## src/hdl/gcic_div.sv

```systemverilog
`timescale 1ns / 1ps
module gcic_div #(
	parameter int NW = 32,
	parameter int DW = 11,
	parameter int SW = 1
) (
	input  logic clk,
	input  logic arst_n,
	input  logic en,
	input  logic in_v,
	input  logic [NW-1:0] num,
	input  logic [DW-1:0] den,
	input  logic [SW-1:0] side,
	output logic out_v,
	output logic [NW-1:0] quo,
	output logic [DW-1:0] rem,
	output logic [DW-1:0] den_out,
	output logic [SW-1:0] side_out
);

	// one quotient bit per stage, msb first; quo_s shifts the dividend out and
	// the quotient in
	logic v_s [NW];
	logic [NW-1:0] quo_s [NW];
	logic [DW-1:0] rem_s [NW];
	logic [DW-1:0] den_s [NW];
	logic [SW-1:0] side_s [NW];

	for (genvar k = 0; k < NW; k++) begin : g_stage
		logic p_v;
		logic [NW-1:0] p_quo;
		logic [DW-1:0] p_rem;
		logic [DW-1:0] p_den;
		logic [SW-1:0] p_side;
		logic [DW:0] trial;
		logic [DW:0] diff;
		logic ge;

		if (k == 0) begin : g_first
			assign p_v = in_v;
			assign p_quo = num;
			assign p_rem = '0;
			assign p_den = den;
			assign p_side = side;
		end else begin : g_next
			assign p_v = v_s[k-1];
			assign p_quo = quo_s[k-1];
			assign p_rem = rem_s[k-1];
			assign p_den = den_s[k-1];
			assign p_side = side_s[k-1];
		end

		assign trial = {p_rem, p_quo[NW-1]};
		assign ge = trial >= {1'b0, p_den};
		assign diff = trial - {1'b0, p_den};

		always_ff @(posedge clk or negedge arst_n) begin
			if (!arst_n) begin
				v_s[k] <= 1'b0;
			end else if (en) begin
				v_s[k] <= p_v;
			end
		end

		always_ff @(posedge clk) begin
			if (en) begin
				quo_s[k] <= {p_quo[NW-2:0], ge};
				rem_s[k] <= ge ? diff[DW-1:0] : trial[DW-1:0];
				den_s[k] <= p_den;
				side_s[k] <= p_side;
			end
		end
	end

	assign out_v = v_s[NW-1];
	assign quo = quo_s[NW-1];
	assign rem = rem_s[NW-1];
	assign den_out = den_s[NW-1];
	assign side_out = side_s[NW-1];

endmodule

```

## config.mk

```make
export PLATFORM = sky130hd
export DESIGN_NAME = gcic_div
export DESIGN_NICKNAME = d
export VERILOG_FILES = /design/src/hdl/gcic_div.sv
export SDC_FILE = /design/constraint.sdc
export NUM_CORES = 2
export LEC_CHECK = 0
export ABC_AREA = 0
export BUFFER_PORTS_ARGS = -buffer_cell sky130_fd_sc_hd__buf_2
export CAP_MARGIN = 20
export CORE_MARGIN = 2
export CORE_UTILIZATION = 45
export DETAILED_ROUTE_END_ITERATION = 7
export HOLD_SLACK_MARGIN = 0.02
export PLACE_DENSITY = 0.6
export SLEW_MARGIN = 20
export SYNTH_ARGS = -nofsm -noshare
export SYNTH_HDL_FRONTEND = slang
export SYNTH_SLANG_ARGS = --single-unit
```

## constraint.sdc

```tcl
create_clock -name clk -period 2.74 [get_ports clk]
set_input_delay 0.685 -clock clk [delete_from_list [all_inputs] [get_ports clk]]
set_output_delay 0.685 -clock clk [all_outputs]
set_load 0.02 [all_outputs]
```

==> flow_summary.json <==
{
  "antenna_cells": 0,
  "cp.buffers_inverters": 0,
  "end_kind": "register",
  "tns_ns": 0,
  "grt_pass1_vias": 41900,
  "critPathMaxFanout": 12,
  "final_antenna_net_count": 0,
  "grt-ovfl-total": 0,
  "p_total_mw": 93.6,
  "top_level_ports": 104,
  "hold-worst-slack_ns": 0.115,
  "htreeDepth": 4,
  "setup_viol": 0,
  "drt-wirelength-per-cell_um": 17.4,
  "std_cell_rows": 152,
  "crit_start": "den_s[0][143]",
  "final_cell_mix": "edfxtp_1 (1760), inv_1 (508), ha_1 (343)",
  "startpoint_type": "register",
  "cts_tree": "yes",
  "worstPathRequired_ns": 3.30,
  "path_clk_slew_ns": 0.06,
  "ys_warn_count": 0,
  "dpl_worst_slack_ns": 0.0637,
  "start_util_pct": 45.4,
  "path_cells": "ha_1, fa_1, and2b_1, o21ai_0, a311o_1, and2_4, o41a_1",
  "final_common_cell": "edfxtp_1",
  "drt-pass1-iter-count": 6,
  "rsz0062_at_grt": "no",
  "timing.rr.start": "den_s[0][143]",
  "drc": 0,
  "grt_max_degree": 104,
  "antenna_found_initial": 0,
  "num_vias": 43000,
  "max_stage_delay_ns": 0.43,
  "synth_ff_type": "edfxtp_1",
  "grt_usage_pct": 16.0,
  "timing.final.crit_share_pct": 96.6,
  "outcome": "finished clean",
  "criticalPathCategory": "reg2reg",
  "holdPathEnd": "den_s[0][10]",
  "synth_edf_count": 1760,
  "drive_above_1_share_pct": 13.1,
  "worstReg2RegEnd": "rem_s[0][163]",
  "via_per_inst": 5.32,
  "ys_async_sr_fraction_pct": 1.79,
  "cp.arrival_ns": 3.21,
  "grt_pass1_wl_um": 226000,
  "power_density_nw_per_um2": 1050,
  "gp_congestion": 0.846,
  "syn_area_um2": 77900,
  "core_area_um2": 172000,
  "hold_depth": 1,
  "cts_inserted_buffers": 188,
  "clk_latency_ns": 0.83,
  "cp_slowest_cell": "o41a_1",
  "synth-seq-cells": 1792,
  "maxCapViolations": 0,
  "crit_family": "compound AO/OA/AOI/OAI gates",
  "fmax_mhz": 378,
  "hold_path_startpoint": "den[10]",
  "final_area_um2": 88900,
  "wl_um": 141000,
  "dieWidth_um": 420,
  "slew_violations": 0,
  "finClkSkew_ns": 0.0249,
  "reg2reg_depth": 7,
  "synth.yosys.seq_area_share_pct": 68.9,
  "leakagePower_nw": 32.7,
  "syn_inst": 5229,
  "nets": 6045,
  "hpwl_um": 97100,
  "cts_buffer_depth": 3,
  "die_h_um": 420,
  "synth_nets": 5651,
  "cts.sinks": 1792,
  "hold_viol": 0,
  "ir_drop_uv": 688,
  "tightest_slew_ns": 0.692,
  "dieArea_um2": 176000,
  "syn_avg_cell_area_um2": 14.9,
  "placed_area_um2": 82300,
  "root_buffer": "clkbuf_16",
  "period_minus_slack_ns": 2.65,
  "syn2layout_area_growth_pct": 14.1,
  "slew_headroom_pct": 53.8,
  "io_buffer_count": 103,
  "ff2ff_setup_slack_ns": 0.09,
  "setup_slack_ns": 0.0935,
  "hp-class": "in2reg",
  "drt-initial-drc-count": 3366,
  "synth_cell_types": 71
}
[how the worst max path moves through the flow]
stage                                to  slack (ns)  cells after the start
after floorplan            rem_s[0][17]        0.18                      9
after global placement    rem_s[0][127]        0.13                      8
after detailed placement    rem_s[1][9]        0.06                      7
after CTS                   rem_s[1][9]        0.04                      7
after global routing      rem_s[1][169]       0.001                      8
final                     rem_s[0][163]        0.09                      7
[metal layers]
layer  GRT usage [%]  up-vias  share of wire, %
li1                -    21000                 -
met1            22.7    20900                47
met2            24.9      855                46
met3            2.94      273               4.4
met4            5.42        0               2.7
met5               0        -                 0
[synthesized netlist by cell type (all sizes together), types with 32 or more instances]
| library cell | instances | area (µm²) |
|---|---|---|
| a21boi | 42 | 315 |
| a21oi | 220 | 1100 |
| and2 | 32 | 265 |
| buf | 73 | 597 |
| clkbuf | 44 | 166 |
| dfrtp | 32 | 801 |
| edfxtp | 1760 | 52900 |
| ha | 343 | 4290 |
| inv | 513 | 1930 |
| mux2 | 126 | 1600 |
| nand2 | 72 | 270 |
| nand3 | 231 | 1160 |
| nand3b | 50 | 375 |
| nand4 | 61 | 382 |
| nor2 | 164 | 638 |
| nor2b | 57 | 357 |
| nor3 | 192 | 961 |
| o21a | 195 | 1460 |
| o21ai | 303 | 1570 |
| o31a | 36 | 315 |
| o31ai | 121 | 908 |
| xnor2 | 84 | 736 |
| xor2 | 37 | 324 |
[metrics by stage]
stage / cells / util (%)
after floorplan: 5229 / -
after global placement: 7696 / 47.9
after detailed placement: 7696 / 47.9
after CTS: 8085 / 51.8
after global routing: 8088 / 51.8
final: 8088 / 51.8
[area by class of cell]
class	instances	area, µm²
Fill cell	14300	82800
Sequential cell	1792	53700
Multi-Input combinational cell	2807	21600
Clock buffer	227	4920
Tap cell	2310	2890
Timing Repair Buffer	321	2700
Inverter	513	1930
Clock inverter	118	1250
[flip-flops by register name (all words and copies together) (netlist names)]
name / count
quo_s: 1024
den_s: 352
rem_s: 352
side_s: 32
g_stage.p_v: 31
out_v: 1
[power breakdown]
part | leakage (nW) | switching (mW) | internal [mW] | total (mW)
clock network | 3.01 | 10.5 | 14.7 | 25.2
registers | 17.6 | 2.43 | 36.2 | 38.7
logic | 12.2 | 16.3 | 13.4 | 29.8
[logic make-up (layout without fill, tap and decap cells)]
kind of cell / count (synthesis) / after routing / synth area share (%)
xor gates and xnor gates: 121 / 121 / 1.36
DFF: 1792 / 1792 / 68.9
and+or+nand+nor: 990 / 990 / 6.90
AOI/OAI and AO/OA: 1179 / 1179 / 10.9
adders and majority gates: 374 / 374 / 6.31
buffers and inverters: 630 / 1179 / 3.45
muxes: 143 / 143 / 2.27
[what timing repair did]
item,CTS,global route
resized for setup,0,5
endpoints found under the setup margin,0,12
hold buffers,44,0
buffers inserted,0,3
hold endpoints to repair,75,0
Note: power is estimated with default switching activity, not from simulation.
