`src/hdl/gcic_pkg.sv`:
```
`timescale 1ns / 1ps
package gcic_pkg;

	localparam int MAX_AXIS = 1024;
	localparam int AXIS_W = $clog2(MAX_AXIS) + 1;
	localparam int COORD_W = $clog2(MAX_AXIS);
	localparam int PLANE_W = 2 * COORD_W + 1;
	localparam int TOTAL_W = 3 * COORD_W + 1;
	localparam int IDX_W = 3 * COORD_W;
	localparam int VAL_W = 32;
	localparam int OIDX_W = 31;
	localparam int REG_IDX_W = 2;

	typedef enum logic [REG_IDX_W-1:0] {
		REG_SIZE_X = 2'd0,
		REG_SIZE_Y = 2'd1,
		REG_SIZE_Z = 2'd2
	} reg_idx_t;

	typedef struct packed {
		logic [AXIS_W-1:0] sx;
		logic [AXIS_W-1:0] sy;
		logic [AXIS_W-1:0] sz;
	} size_t;

	localparam logic OP_TO_INDEX = 1'b0;
	localparam logic OP_TO_COORD = 1'b1;

endpackage

```
`src/hdl/gcic_cfg.sv`:
```
`timescale 1ns / 1ps
module gcic_cfg (
	input  logic clk,
	input  logic arst_n,
	input  logic wr_en,
	input  logic [gcic_pkg::REG_IDX_W-1:0] wr_idx,
	input  logic [gcic_pkg::AXIS_W-1:0] wr_data,
	output gcic_pkg::size_t size
);

	gcic_pkg::size_t size_q;
	logic [gcic_pkg::AXIS_W-1:0] eff;

	// zero acts as one, anything above the limit acts as the limit
	always_comb begin
		if (wr_data == '0) begin
			eff = gcic_pkg::AXIS_W'(1);
		end else if (wr_data > gcic_pkg::AXIS_W'(gcic_pkg::MAX_AXIS)) begin
			eff = gcic_pkg::AXIS_W'(gcic_pkg::MAX_AXIS);
		end else begin
			eff = wr_data;
		end
	end

	always_ff @(posedge clk or negedge arst_n) begin
		if (!arst_n) begin
			size_q.sx <= gcic_pkg::AXIS_W'(1);
			size_q.sy <= gcic_pkg::AXIS_W'(1);
			size_q.sz <= gcic_pkg::AXIS_W'(1);
		end else if (wr_en) begin
			unique case (gcic_pkg::reg_idx_t'(wr_idx))
				gcic_pkg::REG_SIZE_X: size_q.sx <= eff;
				gcic_pkg::REG_SIZE_Y: size_q.sy <= eff;
				gcic_pkg::REG_SIZE_Z: size_q.sz <= eff;
				default: ;
			endcase
		end
	end

	assign size = size_q;

endmodule

```
`config.mk`:
```
export PLATFORM = sky130hd
export DESIGN_NAME = gcic_cfg
export DESIGN_NICKNAME = d
export VERILOG_FILES = /design/src/hdl/gcic_pkg.sv /design/src/hdl/gcic_cfg.sv
export SDC_FILE = /design/constraint.sdc
export NUM_CORES = 1
export LEC_CHECK = 0
export BUFFER_PORTS_ARGS = -buffer_cell sky130_fd_sc_hd__buf_2
export CORE_MARGIN = 2
export CORE_UTILIZATION = 43
export CTS_CLUSTER_SIZE = 16
export DETAILED_ROUTE_END_ITERATION = 10
export PLACE_DENSITY = 0.73
export SKIP_LAST_GASP = 1
export SLEW_MARGIN = 20
export SYNTH_ARGS = -nofsm -noshare
export SYNTH_HDL_FRONTEND = slang
export SYNTH_SLANG_ARGS = --single-unit
```
`constraint.sdc`:
```
create_clock -name clk -period 0.8 [get_ports clk]
set_clock_uncertainty 0.15 [all_clocks]
set_input_delay 0.04 -clock clk [delete_from_list [all_inputs] [get_ports clk]]
set_output_delay 0.04 -clock clk [all_outputs]
set_load 0.03 [all_outputs]
```
==> reports/results.txt, run 1 <==
The run finished, with violations left. The final reports fail on negative hold slack, negative setup slack. Summing every instance area after synthesis gives 1310 um2. Total grt overflow: 0. The total stage count of the critical path is 1, and the max-cap violation count is 0. The worst register-to-register path begins at size[0]. The cell count after synthesis came out at 123. The floorplan core area was 2830 um2. For the estimated wirelength of the detail-placed design, the log shows 2.25 mm.

Tracing the worst setup path back leads to its startpoint at size[0]. The worst hold slack was -144 ps. The switching part of the total power is 33.4%, and the fraction of final layout cells with drive strength greater than 1 is 64.5%. The clock reaches the later pin of the worst-skew pair after 330 ps. The required time at the worst-slack endpoint is 610 ps, and the depth of the worst register-to-register path is 3. The area growth from synthesis to layout works out to 62.2%. The CTS clock-pin slew for the worst setup and hold paths was 90 ps. For this configuration, the core starts out at a cell density of 46.1%. The number of antenna violations at the first check in global routing is 0, and the count of H-tree levels built during CTS is 2.

The run gives 0 as the antenna diode count. The tree is rooted in a sky130_fd_sc_hd__clkbuf_4. The length of the first detailed-routing pass in iterations was 4; the total power density per cell area was 2260 nW/um2. Sequential elements use 63.6% of the synthesized area. The average instance in the mapped netlist occupies 10.6 um2.

For this run, the leading register cell type out of synthesis is sky130_fd_sc_hd__dfrtp_1. The total of fill cells in the finished design was 214; the flip-flop count of the largest register, all copies and words added was 33. The number of flip-flops and latches in the synthesized netlist is 33, and the portion of total power attributed to combinational logic is 33.4%.

TritonCTS built the clock tree. For flop-to-flop paths, the worst setup slack is -250 ps. In this run the tightest slew margin relative to its limit is 71.9%. Counting every sink on the clock net gives 33. Yosys mapped a number of flops with a built-in enable equal to 0.

For the aggregate global-route resource usage, the log shows 21.0%. After detailed routing, the average wire length per cell comes to 15.0 um. The highest-delay cell along the critical path was sky130_fd_sc_hd__dfstp_2. The tools report the site row count as 19. Wires add up to 3.43 mm. The via count of the first global-routing pass was 1,168; the final critical delay including setup and external delays was 1210 ps. In the finished design, the share of the clock period the worst path needs comes to 151%.

The worst hold path belongs to the class in2reg. The run gives 4.79 mW as the total power. Setup repair after global routing could not meet its margin everywhere.

In this run the critical register-to-register path is captured at size[0]. The worst setup path is of the reg2out kind. Per report_power, the sequential group accounts for 44.2% of the total. Synthesis produced a netlist with a net count of 139. STA classifies the critical path startpoint as a flop.

The synthesized netlist devotes 0% of its cell area to XOR and XNOR gates. Counting flops with an async set or reset pin after synthesis yields a share of 100%. After detailed routing, the number of remaining DRC violations is 0. After the last flow step, the layout net total stands at 212.

The yosys synthesis warning count was 0. After detailed routing, the number of vias per cell comes to 5.10. The count of nets left with antenna violations once routing finished came out at 0. The worst IR drop on VDD is 1780 uV.

STA puts the critical path data arrival time at 1020 ps. The dominant combinational cell family by area after synthesis was compound AO/OA/AOI/OAI gates. The floorplan die area was 3490 um2; the number of hold violations in the final report was 27. Dominant cell by count in the synthesized netlist: sky130_fd_sc_hd__nand2_1.

At the pin with the least slew margin, the transition time is 417 ps. The synthesized netlist devotes 15.1% of its cell area to compound gates. The largest single stage delay on the critical path is 560 ps. STA classifies the critical path endpoint as an output pin. The wire length of the first global-routing pass is 5.24 mm, and the share of cell area taken by muxes after synthesis is 2.30%. Following the worst setup path forward leads to its endpoint at size[0].

The analysis attributes to cell leakage a power of 1.02 nW. Of the total power, the clock network draws 22.4%. The tools report the maximum operating frequency as 0.826 GHz.

The worst hold path begins at wr_data[6]. After synthesis, the cell types taking the most area are sky130_fd_sc_hd__dfrtp_1, sky130_fd_sc_hd__nand2_1, sky130_fd_sc_hd__o21ai_0. The netlist uses 16 different library cells.

Number of buffers and inverters on the critical path: 1. The logs give 5 for the total clock buffers created by CTS and -11,470 ps for the final total negative setup slack. The height of the die is 59.1 um, and the switching component of the power is 1.60 mW. The critical-path maximum fanout works out to 2.

The number of setup violations in the final report was 48; the top-level port count was 49. Measured along the x axis, the die boundary spans 59.1 um. Detailed routing inserted a total of 1,162 vias. The number of DRC markers after the initial detailed-route iteration is 31. No sink is reached through more buffers than the 2 on the longest clock path. Of the total synthesized cell area, the portion taken by full adders, half adders and majority gates is 0%.

Of the post-synthesis cell area, the dominant cell type holds 57.5%. The worst path setup slack after routing came out at -410 ps. The maximum number of pins on one net before global-route repair came out at 22. The tools report the placer's final routability congestion estimate as 0.758. The final-report max-slew violation count came out at 0.

The cell class contributing the biggest share of worst-path delay was flip-flops. The tools report the cell-internal power as 3.19 mW. The critical path goes through buf_6. The commonest cells after synthesis are sky130_fd_sc_hd__nand2_1, sky130_fd_sc_hd__dfrtp_1, sky130_fd_sc_hd__o21ai_0, sky130_fd_sc_hd__o21ai_2. The simple-gate share of the synthesized area was 14.5%; the count of buffers inserted at the top-level ports was 48. Of all cell types, the one taking the most synthesized area is sky130_fd_sc_hd__dfrtp_1.
-- cell usage in the layout (no fill, tap or decap), drive strengths merged --
cell	netlist	routed
nor4	2	2
a32oi	1	1
nor2	1	1
dlygate4sd3	0	2
inv	4	4
buf	2	70
clkinv	0	1
dfstp	3	3
dfrtp	30	30
mux2i	3	3
o21ai	30	30
nand2	39	39
or3b	1	2
clkbuf	5	7
nand3b	2	2
-- cell type report --
type / count / area (um2) / share of cell area [%]
multi-input combinational: 80 / 455 / 21.5
clock inverter: 1 / 5.00 / 0.236
tap: 31 / 38.8 / 1.83
inverter: 4 / 15.0 / 0.709
timing repair buffer: 72 / 683 / 32.3
sequential: 33 / 855 / 40.4
clock buffer: 7 / 65.1 / 3.07
-- worst min-delay path, stage by stage --
cell                      delay [ps]
sky130_fd_sc_hd__buf_2           100
sky130_fd_sc_hd__nand2_1         110
sky130_fd_sc_hd__o21ai_2          60
-- metal layers --
layer  GRT usage [%]  wire [um]  vias up
met5               0          0        -
met4            8.77         47        0
met3            8.30        230        6
met2            34.3       1730       45
met1            24.5       1420      549
li1                -          -      562
-- timing repair --
action	CTS	global route
gates cloned	0	1
endpoints found under the hold margin	63	29
setup buffers	7	4
hold buffers	1	1
setup endpoints to repair	38	64
gates resized for setup	67	23
pin swaps	0	1
-- power groups by stage --
stage | logic, mW | clock network (mW) | registers (mW)
2_1_floorplan | 0.274 | 0 | 2.54
3_3_place_gp | 1.13 | 0 | 2.07
3_5_place_dp | 1.16 | 0 | 2.08
4_1_cts | 1.49 | 1.10 | 2.11
5_1_grt | 1.70 | 1.19 | 2.15
6_report | 1.60 | 1.07 | 2.12
-- logic make-up after synthesis --
logic type / count (synthesis)
buffers and inverters: 11
AND/OR/NAND/NOR: 45
multiplexers: 3
AO/OA/AOI/OAI: 31
flip-flops: 33
-- how the worst min path moves through the flow --
stage,to,slack [ps],cells after the start
2_1_floorplan,size[10],-410,0
3_3_place_gp,size[23],-240,1
3_5_place_dp,size[23],-240,1
4_1_cts,size[28],-160,3
5_1_grt,size[25],-160,3
6_report,size[28],-140,3
-- stage by stage --
step	utilization, %	setup slack (ps)	cells	cell area, um2	hold WS (ps)
after floorplan	-	-197	123	1330	-406
after global placement	59.4	-335	207	1680	-243
after detailed placement	59.4	-394	207	1680	-237
after CTS	71.3	-422	223	2020	-155
after global routing	74.8	-448	228	2120	-159
final	74.8	-410	228	2120	-144
Note: power is estimated with default switching activity, not from simulation.
==> run 2, diff against run 1 <==
- CORE_MARGIN: 2 -> unset
- GPL_ROUTABILITY_DRIVEN: unset -> 0
- SETUP_SLACK_MARGIN: unset -> 0.02
==> run 2 against run 1 <==
  * Cell area grew 4.2%
  * Worst setup slack gained 5.8 ps
  * Worst hold slack gained 15 ps
  * Highest routed layer unchanged
  * Largest cell class unchanged
  * The flow finishes with violations (design-rule violations, negative hold slack, negative setup slack)
  * Critical path type unchanged
  * Wire length grew 3.5%
  * Count of clock-buffer cells in the layout is the same
  * Critical path depth is the same
==> reports/results.txt, run 2 (synthesis results as in run 1) <==
The worst setup path is of the reg2out kind. Peak per-stage delay on the critical path: 560 ps (about the same). The worst IR drop on VDD is 1480 uV (-17%), and the number of buffers and inverters on the critical path is 1 (unchanged). The worst path setup slack after routing was -404 ps (+5.83 ps); the critical-path maximum fanout was 2 (unchanged).

Setup repair after global routing could not meet its margin everywhere. The final clock period utilization by the worst path is 151% (-0.73 points), and the top-level port count is 49 (unchanged). The CTS sink count was 33 (unchanged); the remaining antenna violation count was 0 (unchanged). The run gives 23.0% (+2.0 points) as the aggregate global-route resource usage. The highest-delay cell along the critical path is sky130_fd_sc_hd__dfstp_2. The run gives 1.06 nW (+3.8%) as the reported leakage power. The total power density per cell area was 2320 nW/um2 (+2.5%). The number of antenna violations at the first check in global routing was 0 (unchanged). The tools report the maximum operating frequency as 0.830 GHz (+0.48%). The tools report the final-report max-slew violation count as 0 (unchanged). Total power: 5.12 mW (+6.8%).

The site row count is 19 (unchanged), and the worst hold slack is -129 ps (+14.7 ps). Grouping stages by cell kind, the critical path spends the most delay in flip-flops. The data arrival time of the critical path came out at 1010 ps (about the same). The per-cell via count in the routed design works out to 5.24 (+2.9%). The final reports fail on design-rule violations, negative hold slack, negative setup slack.

The count of buffers inserted at the top-level ports works out to 48 (unchanged). The total grt overflow was 0 (unchanged). The mean routed wirelength per cell was 15.5 um (+3.0%). The tools report the total via count in the routed design as 1,201 (+3.4%).

The run gives 72.9% (+0.97 points) as the worst-case headroom to the max-slew limit. For the total of fill cells in the finished design, the log shows 184 (-14%). The horizontal die dimension was 57.1 um (-3.4%); the slew of the pin with the lowest slew margin was 403 ps (-14.4 ps). The floorplan core area came out at 2810 um2 (-0.84%). Sort of element at the end of the critical path: an output pin.

The length of the first detailed-routing pass in iterations was 7 (+3); the antenna diode count was 0 (unchanged). Estimated wirelength of the detail-placed design: 2.19 mm (-2.4%). The tightest min-delay check is of the in2reg type. The fraction of final layout cells with drive strength greater than 1 was 66.7% (+2.2 points); the flip-flop count of the largest register, all copies and words added was 33 (unchanged). The final critical delay including setup and external delays was 1200 ps (-5.83 ps); the required time at the worst-slack endpoint was 610 ps (about the same). The final total negative setup slack is -11,420 ps (+47.2 ps). The flow ran to the end, but the final reports show violations. The CTS clock-pin slew for the worst setup and hold paths came out at 100 ps (about the same).

The total clock buffers created by CTS is 5 (unchanged), and the maximum number of pins on one net before global-route repair is 22 (unchanged). The final net count is 213 (+0.47%), and the area growth from synthesis to layout is 69.0%. The number of buffers on the longest clock path is 2 (unchanged). The max-cap violation count was 0 (unchanged); the wire length of the first global-routing pass was 5.55 mm (+5.9%). For the number of hold violations in the final report, the log shows 27 (unchanged). TritonCTS built the clock tree.

The number of setup violations in the final report came out at 55 (+15%). The count of H-tree levels built during CTS is 2 (unchanged). The root buffer cell is sky130_fd_sc_hd__clkbuf_4. Leaving out fill and tap cells, the most frequent cells in the layout are sky130_fd_sc_hd__buf_6, sky130_fd_sc_hd__nand2_1, sky130_fd_sc_hd__dfrtp_2. The worst-skew pair later-pin latency was 330 ps (about the same); the height of the die was 57.1 um (-3.4%). The tools report the aggregate routed wire length as 3.55 mm (+3.5%). Most frequent standard cell in the layout excluding fill and tap cells: sky130_fd_sc_hd__buf_6. Traced cell by cell, the critical path runs through buf_6. The floorplan die area was 3260 um2 (-6.7%); the pre-CTS setup slack was -365 ps (+29.6 ps).

The number of buffers added to fix hold violations after cts is 1 (unchanged), and the via count of the first global-routing pass is 1,212 (+3.8%). The DRC violation count after routing was 9 (+9); the number of DRC markers after the initial detailed-route iteration was 33 (+6.5%). The effective utilization at floorplan is 46.5% (+0.39 points). The critical path startpoint category is a flop.
[run 2: cell count changes in the layout (fill, tap and decap cells not counted), sizes merged]
cell and change:
buf +2, bufinv +1, clkinv -1, dlygate4sd3 -1
[run 2: final timing paths]
path	start	to	slack [ps]	depth (start not counted)
hold / removal	wr_data[8]	size[30]	-130	3
setup reg to reg	size[22]	size[22]	-230	3
hold reg to reg	size[0]	size[0]	340	2
max in group asynchronous	arst_n	size[11]	90	3
min in group asynchronous	arst_n	size[27]	-40	2
setup / recovery	size[11]	size[11]	-400	1
[run 2: worst register-to-register path, cell delays in order, from the launching register on]
cell and delay [ps]:
sky130_fd_sc_hd__dfstp_2 550, sky130_fd_sc_hd__buf_4 110, sky130_fd_sc_hd__inv_2 30, sky130_fd_sc_hd__mux2i_1 130
[run 2: cell type report]
class	instances	area [um2]	share of cell area [%]
Sequential cell	33	855	38.7
Timing Repair Buffer	73	716	32.4
Multi-Input combinational cell	80	497	22.5
Clock buffer	7	55.1	2.50
Tap cell	31	38.8	1.76
Clock inverter	1	30.0	1.36
Inverter	4	15.0	0.681
[run 2: routing by layer]
metal / vias up / GRT usage (%) / share of wire (%)
li1: 562 / - / -
met1: 583 / 29.8 / 42
met4: 0 / 8.36 / 2.1
met3: 8 / 6.12 / 6.0
met5: - / 0 / 0
met2: 48 / 37.3 / 50
[run 2: repair_timing]
item,4_1_cts,5_1_grt
setup endpoints to repair,55,66
cloned,1,0
gates resized for setup,85,24
setup buffers,11,7
hold endpoints to repair,57,26
pin swaps,1,0
[run 2: report_power, final]
group	switching (mW)	internal [mW]	total, mW
clock	0.567	0.746	1.31
sequential	0.190	1.94	2.13
combinational	0.892	0.789	1.68
total	1.65	3.47	5.12
[run 2: through the flow]
stage | cell area [um2] | instances | utilization (%)
detailed placement | 1690 | 207 | 60.3
finish | 2210 | 229 | 78.6
floorplan | 1330 | 123 | -
global route | 2210 | 229 | 78.6
global placement | 1690 | 207 | 60.3
CTS | 2130 | 228 | 76.1
==> run 3, diff against run 2 <==
- BUFFER_PORTS_ARGS: -buffer_cell sky130_fd_sc_hd__buf_2 -> -buffer_cell sky130_fd_sc_hd__buf_4
==> run 3 against run 2 <==
  * The flow still finishes with violations (design-rule violations, negative hold slack, negative setup slack)
  * Critical path type unchanged
  * Fmax down 1.7%
  * Sequential share of layout area up 2.2 points
  * Register-to-register slack better by 40 ps
  * Via count down 3.8%
  * Die area unchanged
==> reports/results.txt, run 3 (synthesis results as in run 1) <==
The number of buffers added to fix hold violations after cts was 1 (unchanged). Walking the worst path, the cells encountered are buf_6. The tools report the maximum number of pins on one net before global-route repair as 34 (+55%). The standard cell area after detailed placement came out at 1760 um2 (+3.8%). The run finished, with violations left. The effective utilization at floorplan came out at 46.5% (unchanged). The flip-flop count of the largest register, all copies and words added works out to 33 (unchanged). The aggregate routed wire length came out at 3.46 mm (-2.6%). Floorplan die area: 3260 um2 (unchanged).

Worst-skew pair later-pin latency: 340 ps (about the same). The final reports fail on design-rule violations, negative hold slack, negative setup slack. The routed length on met1 is 1.46 mm (-2.5%), and the estimated wirelength of the detail-placed design is 2.29 mm (+4.2%). For the maximum operating frequency, the log shows 0.816 GHz (-1.7%). Highest metal layer used by the detailed router: met4. Horizontal die dimension: 57.1 um (unchanged).

The fraction of final layout cells with drive strength greater than 1 came out at 65.1% (-1.6 points). Setup repair after global routing could not meet its margin everywhere. The number of stages on the worst hold path is 3 (unchanged), and the number of DRC markers after the initial detailed-route iteration is 44 (+33%). The critical-path maximum fanout was 2 (unchanged).

The tools report the top-level port count as 49 (unchanged). The run gives 2 (unchanged) as the count of H-tree levels built during CTS. The tools report the number of buffers on the longest clock path as 2 (unchanged).

The height of the die came out at 57.1 um (unchanged). The run gives 2810 um2 (unchanged) as the floorplan core area. Clock tree synthesis selected as its root buffer the cell sky130_fd_sc_hd__clkbuf_4. Number of hold violations in the final report: 30 (+11%). The final total negative setup slack is -11,590 ps (-168 ps), and the number of antenna violations at the first check in global routing is 0 (unchanged).

The length of the first detailed-routing pass in iterations was 7 (unchanged). TritonCTS built the clock tree. The total stage count of the critical path works out to 1 (unchanged). The tools report the worst IR drop on VDD as 1340 uV (-9.5%).

The number of buffers and inverters on the critical path came out at 1 (unchanged). Remaining antenna violation count: 0 (unchanged). Worst-case headroom to the max-slew limit: 72.8% (-0.087 points). The kind of cell with the highest combined delay along the critical path is flip-flops. On the critical path, the stage with the largest delay is an instance of sky130_fd_sc_hd__dfstp_2. The sort of element at the end of the critical path was an output pin.

The tools report the wire length of the first global-routing pass as 5.38 mm (-3.0%). Sequential cell area: 855 um2 (unchanged). Leaving out fill and tap cells, the most frequent cells in the layout are sky130_fd_sc_hd__buf_6, sky130_fd_sc_hd__nand2_1, sky130_fd_sc_hd__buf_4. The most frequent standard cell in the layout excluding fill and tap cells was sky130_fd_sc_hd__buf_6. The CTS sink count was 33 (unchanged); the final-report max-slew violation count was 0 (unchanged). The aggregate global-route resource usage is 22.5% (-0.44 points), and the depth of the worst register-to-register path is 2 (-1). The mean routed wirelength per cell is 15.7 um (+1.4%), and the via count of the first global-routing pass is 1,153 (-4.9%).

The critical path startpoint category was a flop. Count of buffers inserted at the top-level ports: 48 (unchanged). The CTS clock-pin slew for the worst setup and hold paths was 110 ps (about the same).

Total power density per cell area: 2230 nW/um2 (-3.9%). Total clock buffers created by CTS: 5 (unchanged). The logs give 204 (-4.2%) for the final net count and 4.65 mW (-9.1%) for the total power. The area growth from synthesis to layout is 59.8%. For the detailed route wirelength on metal3, the log shows 242 um (+14%). For the routed length on met2, the log shows 1.68 mm (-5.0%). The tools report the number of standard cells in the final layout excluding fillers as 220 (-3.9%). For the worst path setup slack after routing, the log shows -425 ps (-20.6 ps). The worst min-delay path category was in2reg.

The path type of the worst setup path was reg2out. The minimum setup slack among reg-to-reg paths was -190 ps (+40 ps); the final critical delay including setup and external delays was 1220 ps (+20.6 ps). The final core utilization is 74.4% (-4.3 points). Antenna diode count: 0 (unchanged).

Max-cap violation count: 0 (unchanged). For the total grt overflow, the log shows 0 (unchanged). The total via count in the routed design was 1,155 (-3.8%); the per-cell via count in the routed design was 5.25 (+0.10%). The final clock period utilization by the worst path was 153% (+2.6 points); the number of setup violations in the final report was 53 (-3.6%). For the required time at the worst-slack endpoint, the log shows 610 ps (about the same).

The number of cells after detailed placement is 203 (-1.9%), and the slew of the pin with the lowest slew margin is 408 ps (+5.01 ps). Peak per-stage delay on the critical path: 560 ps (about the same). For the pre-CTS setup slack, the log shows -409 ps (-44.5 ps).

The total non-filler cell area in the finished layout was 2090 um2 (-5.4%); the data arrival time of the critical path was 1030 ps (+20 ps). The worst hold slack is -154 ps (-24.7 ps), and the site row count is 19 (unchanged). The tools report the DRC violation count after routing as 8 (-1). The run gives 477 um2 (-4.0%) as the area taken by multi-input logic gates. The total of fill cells in the finished design is 207 (+13%).

The reported leakage power is 0.986 nW (-6.6%).
==> run 3: tightest hold or removal path, delay by kind of cell <==
| kind | cells | cell delay, ps |
|---|---|---|
| buf+inv | 1 | 110 |
| compound gates | 1 | 60 |
| simple gates | 1 | 100 |
==> run 3: area by class of cell <==
| class | instances | share of cell area, % |
|---|---|---|
| Sequential cell | 33 | 41.0 |
| Timing Repair Buffer | 64 | 31.0 |
| Multi-Input combinational cell | 80 | 22.9 |
| Tap cell | 31 | 1.86 |
| Clock buffer | 5 | 1.80 |
| Clock inverter | 3 | 0.840 |
| Inverter | 4 | 0.720 |
==> run 3: worst paths after layout <==
check / start / endpoint
worst max-delay path: size[0] / size[0]
worst min-delay path: wr_data[4] / size[26]
worst max register to register: size[0] / size[0]
worst min register to register: size[11] / size[11]
max in group asynchronous: arst_n / size[22]
min in group asynchronous: arst_n / size[1]
==> run 3: per-layer routing <==
layer  up-vias  global-route usage (%)
met5         -                       0
met4         0                    9.41
met3        10                    8.39
met2        51                    35.3
met1       554                    28.3
li1        540                       -
==> run 3: power breakdown <==
| part | total, mW | switching (mW) | internal [mW] |
|---|---|---|---|
| clock network | 0.944 | 0.613 | 0.331 |
| registers | 2.13 | 0.192 | 1.94 |
| logic | 1.58 | 0.855 | 0.726 |
| total | 4.65 | 1.66 | 2.99 |
==> run 3: repair_timing <==
action	in CTS	in global routing
endpoints found under the setup margin	58	66
setup buffers	6	3
gates resized for setup	43	20
hold endpoints to repair	64	29
pin swaps	0	1
cloned	0	1
